[config.mk]
export PLATFORM = sky130hd
export DESIGN_NAME = ccf_ctrl
export DESIGN_NICKNAME = d
export VERILOG_FILES = /design/src/rtl/ccf_pkg.sv /design/src/rtl/ccf_ctrl.sv
export SDC_FILE = /design/constraint.sdc
export NUM_CORES = 1
export LEC_CHECK = 0
export BUFFER_PORTS_ARGS = -buffer_cell sky130_fd_sc_hd__buf_2
export CAP_MARGIN = 30
export CORE_ASPECT_RATIO = 1.1
export CORE_UTILIZATION = 25
export DETAILED_ROUTE_END_ITERATION = 10
export HOLD_SLACK_MARGIN = 0.15
export PLACE_DENSITY_LB_ADDON = 0.25
export SETUP_SLACK_MARGIN = 0.3
export SLEW_MARGIN = 20
export SYNTH_ARGS = -nofsm -noshare
export SYNTH_HDL_FRONTEND = slang
export SYNTH_SLANG_ARGS = --single-unit
[constraint.sdc]
create_clock -name clk_i -period 1.8 [get_ports clk_i]
set_input_delay 0.09 -clock clk_i [delete_from_list [all_inputs] [get_ports clk_i]]
set_output_delay 0.09 -clock clk_i [all_outputs]
set_load 0.005 [all_outputs]
[src/rtl/ccf_pkg.sv]
// ----------------------------------------------------------------------------
// ccf_pkg
// Types, codes and constants of the circle cell coverage block.
// ----------------------------------------------------------------------------
package ccf_pkg;

  localparam int COORD_BITS_DEF = 32;
  localparam int MAX_SUB_DEF    = 8;
  localparam int MUL_CHUNK      = 16;
  localparam int CFG_IDX_BITS   = 3;
  localparam int RAD_RESET      = 65536;
  localparam int SUB_RESET      = 4;
  localparam int FRAC_ONE       = 65536;

  localparam logic [CFG_IDX_BITS-1:0] REG_CENTER_X = 3'd0;
  localparam logic [CFG_IDX_BITS-1:0] REG_CENTER_Y = 3'd1;
  localparam logic [CFG_IDX_BITS-1:0] REG_RADIUS   = 3'd2;
  localparam logic [CFG_IDX_BITS-1:0] REG_SUB_X    = 3'd3;
  localparam logic [CFG_IDX_BITS-1:0] REG_SUB_Y    = 3'd4;

  localparam logic [1:0] REGION_OUTSIDE  = 2'd0;
  localparam logic [1:0] REGION_INSIDE   = 2'd1;
  localparam logic [1:0] REGION_BOUNDARY = 2'd2;

  typedef enum logic [3:0] {
    ST_IDLE, ST_EX, ST_EY, ST_SQD, ST_W, ST_H, ST_SQG, ST_CLASS,
    ST_LIM, ST_PY, ST_PX, ST_SCAN, ST_DIV, ST_DONE
  } ccf_state_e;

  typedef enum logic [2:0] {
    MSEL_EX, MSEL_EY, MSEL_W, MSEL_H, MSEL_KR, MSEL_PY, MSEL_PX
  } ccf_msel_e;

  typedef struct packed {
    logic      load;
    logic      mul_go;
    ccf_msel_e msel;
    logic      sqrt_go;
    logic      sqrt_g;
    logic      j_clr;
    logic      j_inc;
    logic      i_clr;
    logic      i_inc;
    logic      scan;
    logic      div_go;
    logic      out_load;
  } ccf_cmd_t;

  typedef struct packed {
    logic mul_done;
    logic sqrt_done;
    logic div_done;
    logic boundary;
    logic j_last;
    logic i_last;
    logic out_busy;
  } ccf_sts_t;

endpackage

[src/rtl/ccf_ctrl.sv]
// ----------------------------------------------------------------------------
// ccf_ctrl
// Sequencer: steps one cell through squares and roots and, for a boundary
// cell, sub-cell scan and division, then loads the output register.
// ----------------------------------------------------------------------------
module ccf_ctrl import ccf_pkg::*; (
  input  logic     clk_i,
  input  logic     rst_ni,
  input  logic     in_valid_i,
  output logic     in_stall_o,
  input  ccf_sts_t sts_i,
  output ccf_cmd_t cmd_o
);

  ccf_state_e state_q, state_d;
  logic       armed_q, armed_d;
  logic       unit_done;

  assign unit_done = sts_i.mul_done || sts_i.sqrt_done || sts_i.div_done;

  always_comb begin
    state_d = state_q;
    case (state_q)
      ST_IDLE:  if (in_valid_i) state_d = ST_EX;
      ST_EX:    if (sts_i.mul_done) state_d = ST_EY;
      ST_EY:    if (sts_i.mul_done) state_d = ST_SQD;
      ST_SQD:   if (sts_i.sqrt_done) state_d = ST_W;
      ST_W:     if (sts_i.mul_done) state_d = ST_H;
      ST_H:     if (sts_i.mul_done) state_d = ST_SQG;
      ST_SQG:   if (sts_i.sqrt_done) state_d = ST_CLASS;
      ST_CLASS: state_d = sts_i.boundary ? ST_LIM : ST_DONE;
      ST_LIM:   if (sts_i.mul_done) state_d = ST_PY;
      ST_PY:    if (sts_i.mul_done && sts_i.j_last) state_d = ST_PX;
      ST_PX:    if (sts_i.mul_done) state_d = ST_SCAN;
      ST_SCAN: begin
        if (sts_i.j_last) state_d = sts_i.i_last ? ST_DIV : ST_PX;
      end
      ST_DIV:   if (sts_i.div_done) state_d = ST_DONE;
      ST_DONE:  if (!sts_i.out_busy) state_d = ST_IDLE;
      default:  state_d = ST_IDLE;
    endcase
  end

  always_comb begin
    cmd_o      = '0;
    cmd_o.msel = MSEL_EX;
    case (state_q)
      ST_IDLE: cmd_o.load = in_valid_i;
      ST_EX: begin
        cmd_o.msel   = MSEL_EX;
        cmd_o.mul_go = !armed_q;
      end
      ST_EY: begin
        cmd_o.msel   = MSEL_EY;
        cmd_o.mul_go = !armed_q;
      end
      ST_SQD: cmd_o.sqrt_go = !armed_q;
      ST_W: begin
        cmd_o.msel   = MSEL_W;
        cmd_o.mul_go = !armed_q;
      end
      ST_H: begin
        cmd_o.msel   = MSEL_H;
        cmd_o.mul_go = !armed_q;
      end
      ST_SQG: begin
        cmd_o.sqrt_go = !armed_q;
        cmd_o.sqrt_g  = 1'b1;
      end
      ST_CLASS: ;
      ST_LIM: begin
        cmd_o.msel   = MSEL_KR;
        cmd_o.mul_go = !armed_q;
        cmd_o.j_clr  = sts_i.mul_done;
        cmd_o.i_clr  = sts_i.mul_done;
      end
      ST_PY: begin
        cmd_o.msel   = MSEL_PY;
        cmd_o.mul_go = !armed_q;
        cmd_o.j_inc  = sts_i.mul_done && !sts_i.j_last;
        cmd_o.j_clr  = sts_i.mul_done && sts_i.j_last;
      end
      ST_PX: begin
        cmd_o.msel   = MSEL_PX;
        cmd_o.mul_go = !armed_q;
      end
      ST_SCAN: begin
        cmd_o.scan  = 1'b1;
        cmd_o.j_inc = !sts_i.j_last;
        cmd_o.j_clr = sts_i.j_last;
        cmd_o.i_inc = sts_i.j_last && !sts_i.i_last;
      end
      ST_DIV:  cmd_o.div_go = !armed_q;
      ST_DONE: cmd_o.out_load = !sts_i.out_busy;
      default: ;
    endcase
  end

  assign armed_d = ((state_d != state_q) || unit_done) ? 1'b0
                 : (armed_q || cmd_o.mul_go || cmd_o.sqrt_go || cmd_o.div_go);

  always_ff @(posedge clk_i or negedge rst_ni) begin
    if (!rst_ni) begin
      state_q <= ST_IDLE;
      armed_q <= 1'b0;
    end else begin
      state_q <= state_d;
      armed_q <= armed_d;
    end
  end

  assign in_stall_o = (state_q != ST_IDLE);

endmodule

==> results of run 1 <==
==> routing by layer <==
layer / wire [um] / GRT usage, % / share of wire, %
met4: 113 / 9.65 / 4.7
met3: 110 / 1.64 / 4.5
met2: 1190 / 27.6 / 49
met1: 1010 / 23.0 / 42
met5: 0 / 0 / 0
==> worst max-delay path, stage by stage, from the launching register on <==
cell and delay, ns:
dfrtp_2 0.47, buf_6 0.16, a2111oi_4 0.37, nor2_2 0.09, a2111o_1 0.39, a211oi_2 0.15
==> cells in the mapped netlist <==
| cell type | instances |
|---|---|
| a2111o_1 | 1 |
| a2111oi_2 | 1 |
| a211oi_1 | 1 |
| a211oi_2 | 1 |
| a21boi_0 | 2 |
| a21o_1 | 1 |
| a21oi_1 | 2 |
| a221oi_2 | 1 |
| a31oi_1 | 4 |
| a41o_1 | 1 |
| and2_1 | 2 |
| buf_2 | 4 |
| buf_4 | 1 |
| buf_6 | 1 |
| clkbuf_1 | 4 |
| dfrtp_1 | 5 |
| inv_1 | 4 |
| maj3_2 | 1 |
| mux2i_1 | 1 |
| nand2_1 | 5 |
| nand2_2 | 1 |
| nand2b_1 | 4 |
| nand3b_1 | 1 |
| nand4_1 | 1 |
| nor2_1 | 7 |
| nor2b_1 | 3 |
| nor3_1 | 2 |
| nor3b_1 | 3 |
| nor4_1 | 4 |
| nor4_2 | 2 |
| nor4b_1 | 3 |
| o2111ai_1 | 1 |
| o211a_1 | 1 |
| o21ai_0 | 9 |
| o22ai_1 | 1 |
| o31ai_1 | 1 |
| or3_1 | 1 |
| xnor2_1 | 1 |
==> cell families (layout without fill, tap and decap cells) <==
group / after synthesis / after routing / share of synthesized area, %
adders and majority gates: 1 / 1 / 1.69
muxes: 1 / 1 / 1.50
xor gates and xnor gates: 1 / 1 / 1.31
and+or+nand+nor: 39 / 39 / 35.5
AOI/OAI and AO/OA: 28 / 28 / 31.0
DFF: 5 / 5 / 18.8
buffers and inverters: 14 / 59 / 10.3
==> flip-flops by register name, indices dropped and copies added, names as in the netlist <==
name	cells
armed_q	1
state_q	4
==> power by group through the flow <==
stage / combinational (W) / clock, W / sequential [W]
floorplan: 0.000752 / 0 / 0.000191
global placement: 0.00101 / 0 / 0.000242
detailed placement: 0.00102 / 0 / 0.000242
CTS: 0.00124 / 0.000136 / 0.000267
global route: 0.00185 / 0.000145 / 0.000264
finish: 0.00173 / 0.000135 / 0.000259
==> through the flow <==
step	setup slack, ns	instances	utilization [%]	area (um^2)	power (W)
after global routing	0.0206	165	49.0	1230	0.00226
after detailed placement	0.0140	145	33.9	855	0.00127
after CTS	0.134	153	40.6	1020	0.00164
after global placement	0.0895	145	33.9	855	0.00126
final	0.0789	165	49.0	1230	0.00212
after floorplan	0.217	89	-	672	0.000943
==> what timing repair did <==
| item | in CTS | in global routing |
|---|---|---|
| pin swaps | 2 | 9 |
| resized for setup | 22 | 25 |
| hold buffers | 1 | 0 |
| buffers inserted | 3 | 12 |
| hold endpoints to repair | 5 | 0 |
| setup endpoints to repair | 13 | 14 |
==> layout make-up <==
type | instances | area share, %
Clock inverter | 1 | 0.406
Clock buffer | 3 | 1.83
Tap cell | 31 | 3.14
Inverter | 4 | 1.83
Sequential cell | 5 | 10.5
Timing Repair Buffer | 51 | 32.6
Multi-Input combinational cell | 70 | 49.7
==> final timing paths <==
check,slack [ns],start,endpoint
min in group clk_i,0.24,sts_i[4],armed_q$_DFF_PN0_
setup / recovery,0.08,state_q[2]$_DFF_PN0_,armed_q$_DFF_PN0_
setup reg to reg,0.08,state_q[2]$_DFF_PN0_,armed_q$_DFF_PN0_
hold reg to reg,0.75,armed_q$_DFF_PN0_,armed_q$_DFF_PN0_
max in group asynchronous,1.46,rst_ni,state_q[3]$_DFF_PN0_
hold / removal,0.18,rst_ni,state_q[1]$_DFF_PN0_
==> metrics.md, run 1 <==
| Metric | Value |
|---|---|
| Antenna Nets Post-Route | 0 |
| Int Pwr | 0.00117 W |
| Power Density | 1720 nW/um^2 |
| Leading area contributor after synthesis | dfrtp_1 |
| CTS Sinks | 5 |
| Largest net degree at the start of global routing | 23 |
| VDD IR-drop max | 0.000901 V |
| Seq cells post-synth | 5 |
| R2R cell count | 5 |
| GPL Wtd Cong | 0.837 |
| Seq pwr share | 12.2% |
| Post-synth top area share | 18.8% |
| Final clock skew | 0.00902 ns |
| Total I/O pin count | 25 |
| Vias in the first global route | 791 |
| Commonest non-fill, non-tap cell in the layout | buf_2 |
| Final WL | 2430 um |
| Classification of the worst setup path | reg2reg |
| Avg WL per Cell | 14.7 um |
| Num rows | 19 |
| Initial Utilization | 26.5% |
| Root Buffer | clkbuf_4 |
| Hold Crit Class | in2async |
| Sequential area share after synthesis | 18.8% |
| DP Wirelength | 1590 um |
| Yosys warns | 0 |
| Slew Viols, Final | 0 |
| Vias per cell | 5.34 |
| Num CTS Buffers | 3 |
| Core Footprint | 2520 um^2 |
| Synth unique cells | 38 |
| Via count | 881 |
| Worst slew margin | 72.3% |
| Share of cells above drive strength 1 | 61.9% |
| DRT iter0 DRCs | 4 |
| First drt pass iteration count | 4 |
| Crit path arrival time | 1.89 ns |
| Final Hold Viols | 0 |
| Final #Nets | 145 |
| Final Critical Period | 1.72 ns |
| Leakage | 0.535 nW |
| Run status | completed |
| GRT overflow | 0 |
| Sw Share | 44.8% |
| Area Overhead vs Synth | 85.0% |
| Die area | 2880 um^2 |
| Critical Path RT | 1.97 ns |
| Setup crit end kind | register |
| # DRC | 0 |
| Die height | 56.2 um |
| RSZ-0062 raised after global routing | yes |
| Crit Path Max Fanout | 6 |
| First-pass GRT wire length | 3810 um |
| Worst setup SP type | register |
| Combinational fraction of design power | 81.5% |
| Clk_lat worst skew | 0.25 ns |
| Max frequency | 581 MHz |
| Initial antenna violation count | 0 |
| Register area | 130 um^2 |
| Worst slew pin tran | 0.413 ns |
| FILL cells | 248 |
| Post-synth design cell area | 667 um^2 |
| # diodes | 0 |
| PortBufs | 24 |
| Synth top area cells | dfrtp_1, o21ai_0, nor2_1, nor4b_1, a31oi_1 |
| Die width | 51.2 um |
| Post-Syn Instances | 89 |
| Clock share of power | 6.4% |
| Setup-failing EPs final | 0 |
| Setup TNS | 0 ns |
| Area of the multi-input gates | 613 um^2 |
| Sw power | 0.000951 W |
| Worst-path clk slew | 0.05 ns |
| # Max-Cap Violations | 0 |
| Post-Syn Area per Cell | 7.49 um^2 |
| CTS tree | yes |
| Largest buffer count on any clock path | 2 |
| Final critical-path share of the clock period | 95.6% |
| GRT Overall Usage | 17.5% |
| H-tree lvl count | 1 |
| Most frequent cells in the layout | buf_2, buf_4, o21ai_0 |
| Worst hold slack | 0.182 ns |
| Mapped Nets | 99 |
No activity file was read; power rests on OpenSTA's default activity.
==> run 2: changes to the inputs <==
CTS_BUF_LIST = sky130_fd_sc_hd__clkbuf_4   (was default)
PLACE_DENSITY_LB_ADDON = default   (was 0.25)
==> run 2 against run 1 <==
Via count up 0.57%. Critical path depth grew 1. Die area unchanged. Largest cell class unchanged. Global-route usage shrank 0.58 points. Register-to-register slack is essentially flat. Critical path type unchanged. Worst setup slack better by 0.00077 ns. Largest power group unchanged.
==> metrics.md, run 2 (same netlist as run 1, synthesis figures left out) <==
| Metric | Value |
|---|---|
| CTS tree | yes |
| CP max stage delay | 0.45 ns |
| Final Critical Period | 1.72 ns |
| Leakage | 0.466 nW |
| PortBufs | 24 |
| DRT iter0 DRCs | 13 |
| Crit path arrival time | 1.88 ns |
| Most flops, register | state_q |
| Final clock skew | 0.00644 ns |
| Final critical-path share of the clock period | 95.6% |
| Worst r2r src | state_q[0]$_DFF_PN0_ |
| Initial antenna violation count | 0 |
| Most frequent cells in the layout | buf_2, buf_4, o21ai_0 |
| Clk_lat worst skew | 0.25 ns |
| Final Hold Viols | 0 |
| Worst slew margin | 78.3% |
| Die area | 2880 um^2 |
| Core Footprint | 2520 um^2 |
| Classification of the worst setup path | reg2reg |
| # DRC | 0 |
| RSZ-0062 raised after global routing | yes |
| Area Overhead vs Synth | 60.4% |
| Num rows | 19 |
| Clock share of power | 8.3% |
| Run status | completed |
| Final WL | 2390 um |
| Tot Pwr | 0.00180 W |
| H-tree lvl count | 1 |
| Sw power | 0.000829 W |
| Final #Nets | 140 |
| Share of cells above drive strength 1 | 53.5% |
| GRT Overall Usage | 16.9% |
| First drt pass iteration count | 4 |
| Avg WL per Cell | 14.9 um |
| Max frequency | 581 MHz |
| Sw Share | 46.1% |
| GRT overflow | 0 |
| Commonest non-fill, non-tap cell in the layout | buf_2 |
| Antenna Nets Post-Route | 0 |
| Slew Viols, Final | 0 |
| Initial Utilization | 26.5% |
| Die width | 51.2 um |
| VDD IR-drop max | 0.000801 V |
| Power Density | 1680 nW/um^2 |
| Crit Path Max Fanout | 7 |
| Largest register FFs | 4 |
| Slowest CP cell | dfrtp_2 |
| Root Buffer | clkbuf_4 |
| Seq pwr share | 14.4% |
| Setup crit end kind | register |
| Worst setup SP type | register |
| Critical Path RT | 1.96 ns |
| Setup-failing EPs final | 0 |
| Num CTS Buffers | 3 |
| # diodes | 0 |
| Vias in the first global route | 754 |
| Die height | 56.2 um |
| Combinational fraction of design power | 77.3% |
| Hold Crit Class | in2async |
| Via count | 886 |
| Worst slew pin tran | 0.322 ns |
| CTS Sinks | 5 |
| Worst-path clk slew | 0.05 ns |
| Worst hold slack | 0.186 ns |
| Worst Setup SP | state_q[0]$_DFF_PN0_ |
| Top flop regs | state_q: 4 flops, armed_q: 1 flops |
| First-pass GRT wire length | 3650 um |
| Largest buffer count on any clock path | 2 |
| # Max-Cap Violations | 0 |
| Int Pwr | 0.000969 W |
| Largest net degree at the start of global routing | 24 |
| DP Wirelength | 1680 um |
| Total I/O pin count | 25 |
| GPL Wtd Cong | 0.828 |
| Vias per cell | 5.54 |
| Crit-path cells | buf_12, maj3_2, a221oi_2, nor2_1, a2111o_1, a211oi_2 |
-- run 2: final timing paths --
kind	depth (start not counted)	slack (ns)	end
max reg2reg	6	0.08	armed_q$_DFF_PN0_
max in group asynchronous	2	1.46	state_q[2]$_DFF_PN0_
min in group clk_i	4	0.25	armed_q$_DFF_PN0_
min reg2reg	2	0.74	state_q[3]$_DFF_PN0_
max	6	0.08	armed_q$_DFF_PN0_
min	2	0.19	state_q[3]$_DFF_PN0_
-- run 2: per-layer routing --
metal  global-route usage, %  part of all wire, %  wire length, um  vias to the layer above
li1                        -                    -                -                      413
met1                    22.3                   39              939                      407
met2                    26.9                   48             1160                       56
met3                    2.46                  9.3              222                       10
met4                    7.72                  3.0               71                        0
met5                       0                    0                0                        -
-- run 2: power by group through the flow --
stage	sequential, W	combinational [W]	clock, W
2_1_floorplan	0.000191	0.000752	0
3_3_place_gp	0.000242	0.00108	0
3_5_place_dp	0.000243	0.00111	0
4_1_cts	0.000255	0.00128	0.000147
5_1_grt	0.000266	0.00148	0.000155
6_report	0.000259	0.00139	0.000149
-- run 2: repair_timing --
item / CTS / global route
setup buffers: 4 / 4
pin swaps: 2 / 1
hold buffers: 1 / 0
hold endpoints to repair: 5 / 0
gates resized for setup: 15 / 4
setup endpoints to repair: 11 / 12
-- run 2: through the flow --
stage | cells | area (um^2) | TNS [ns] | setup WS, ns | utilization, %
CTS | 156 | 1020 | 0 | 0.0781 | 40.5
global placement | 147 | 882 | 0 | 0.0803 | 35.0
finish | 160 | 1070 | 0 | 0.0797 | 42.5
detailed placement | 147 | 882 | 0 | 0.0293 | 35.0
floorplan | 89 | 672 | 0 | 0.217 | -
global route | 160 | 1070 | -0.0103 | -0.0103 | 42.5
-- run 2: layout make-up --
type                            count  area [um^2]
Clock buffer                        4         30.0
Multi-Input combinational cell     70          542
Fill cell                         271         1450
Timing Repair Buffer               46          315
Tap cell                           31         38.8
Sequential cell                     5          129
Inverter                            4         15.0
-- run 2: worst max-delay path, delay by kind of cell, from the launching register on --
family	cells	cell delay, ns
and+or+nand+nor	1	0.07
DFF	1	0.45
buffers and inverters	1	0.15
adders and majority gates	1	0.30
AOI/OAI and AO/OA	3	0.66
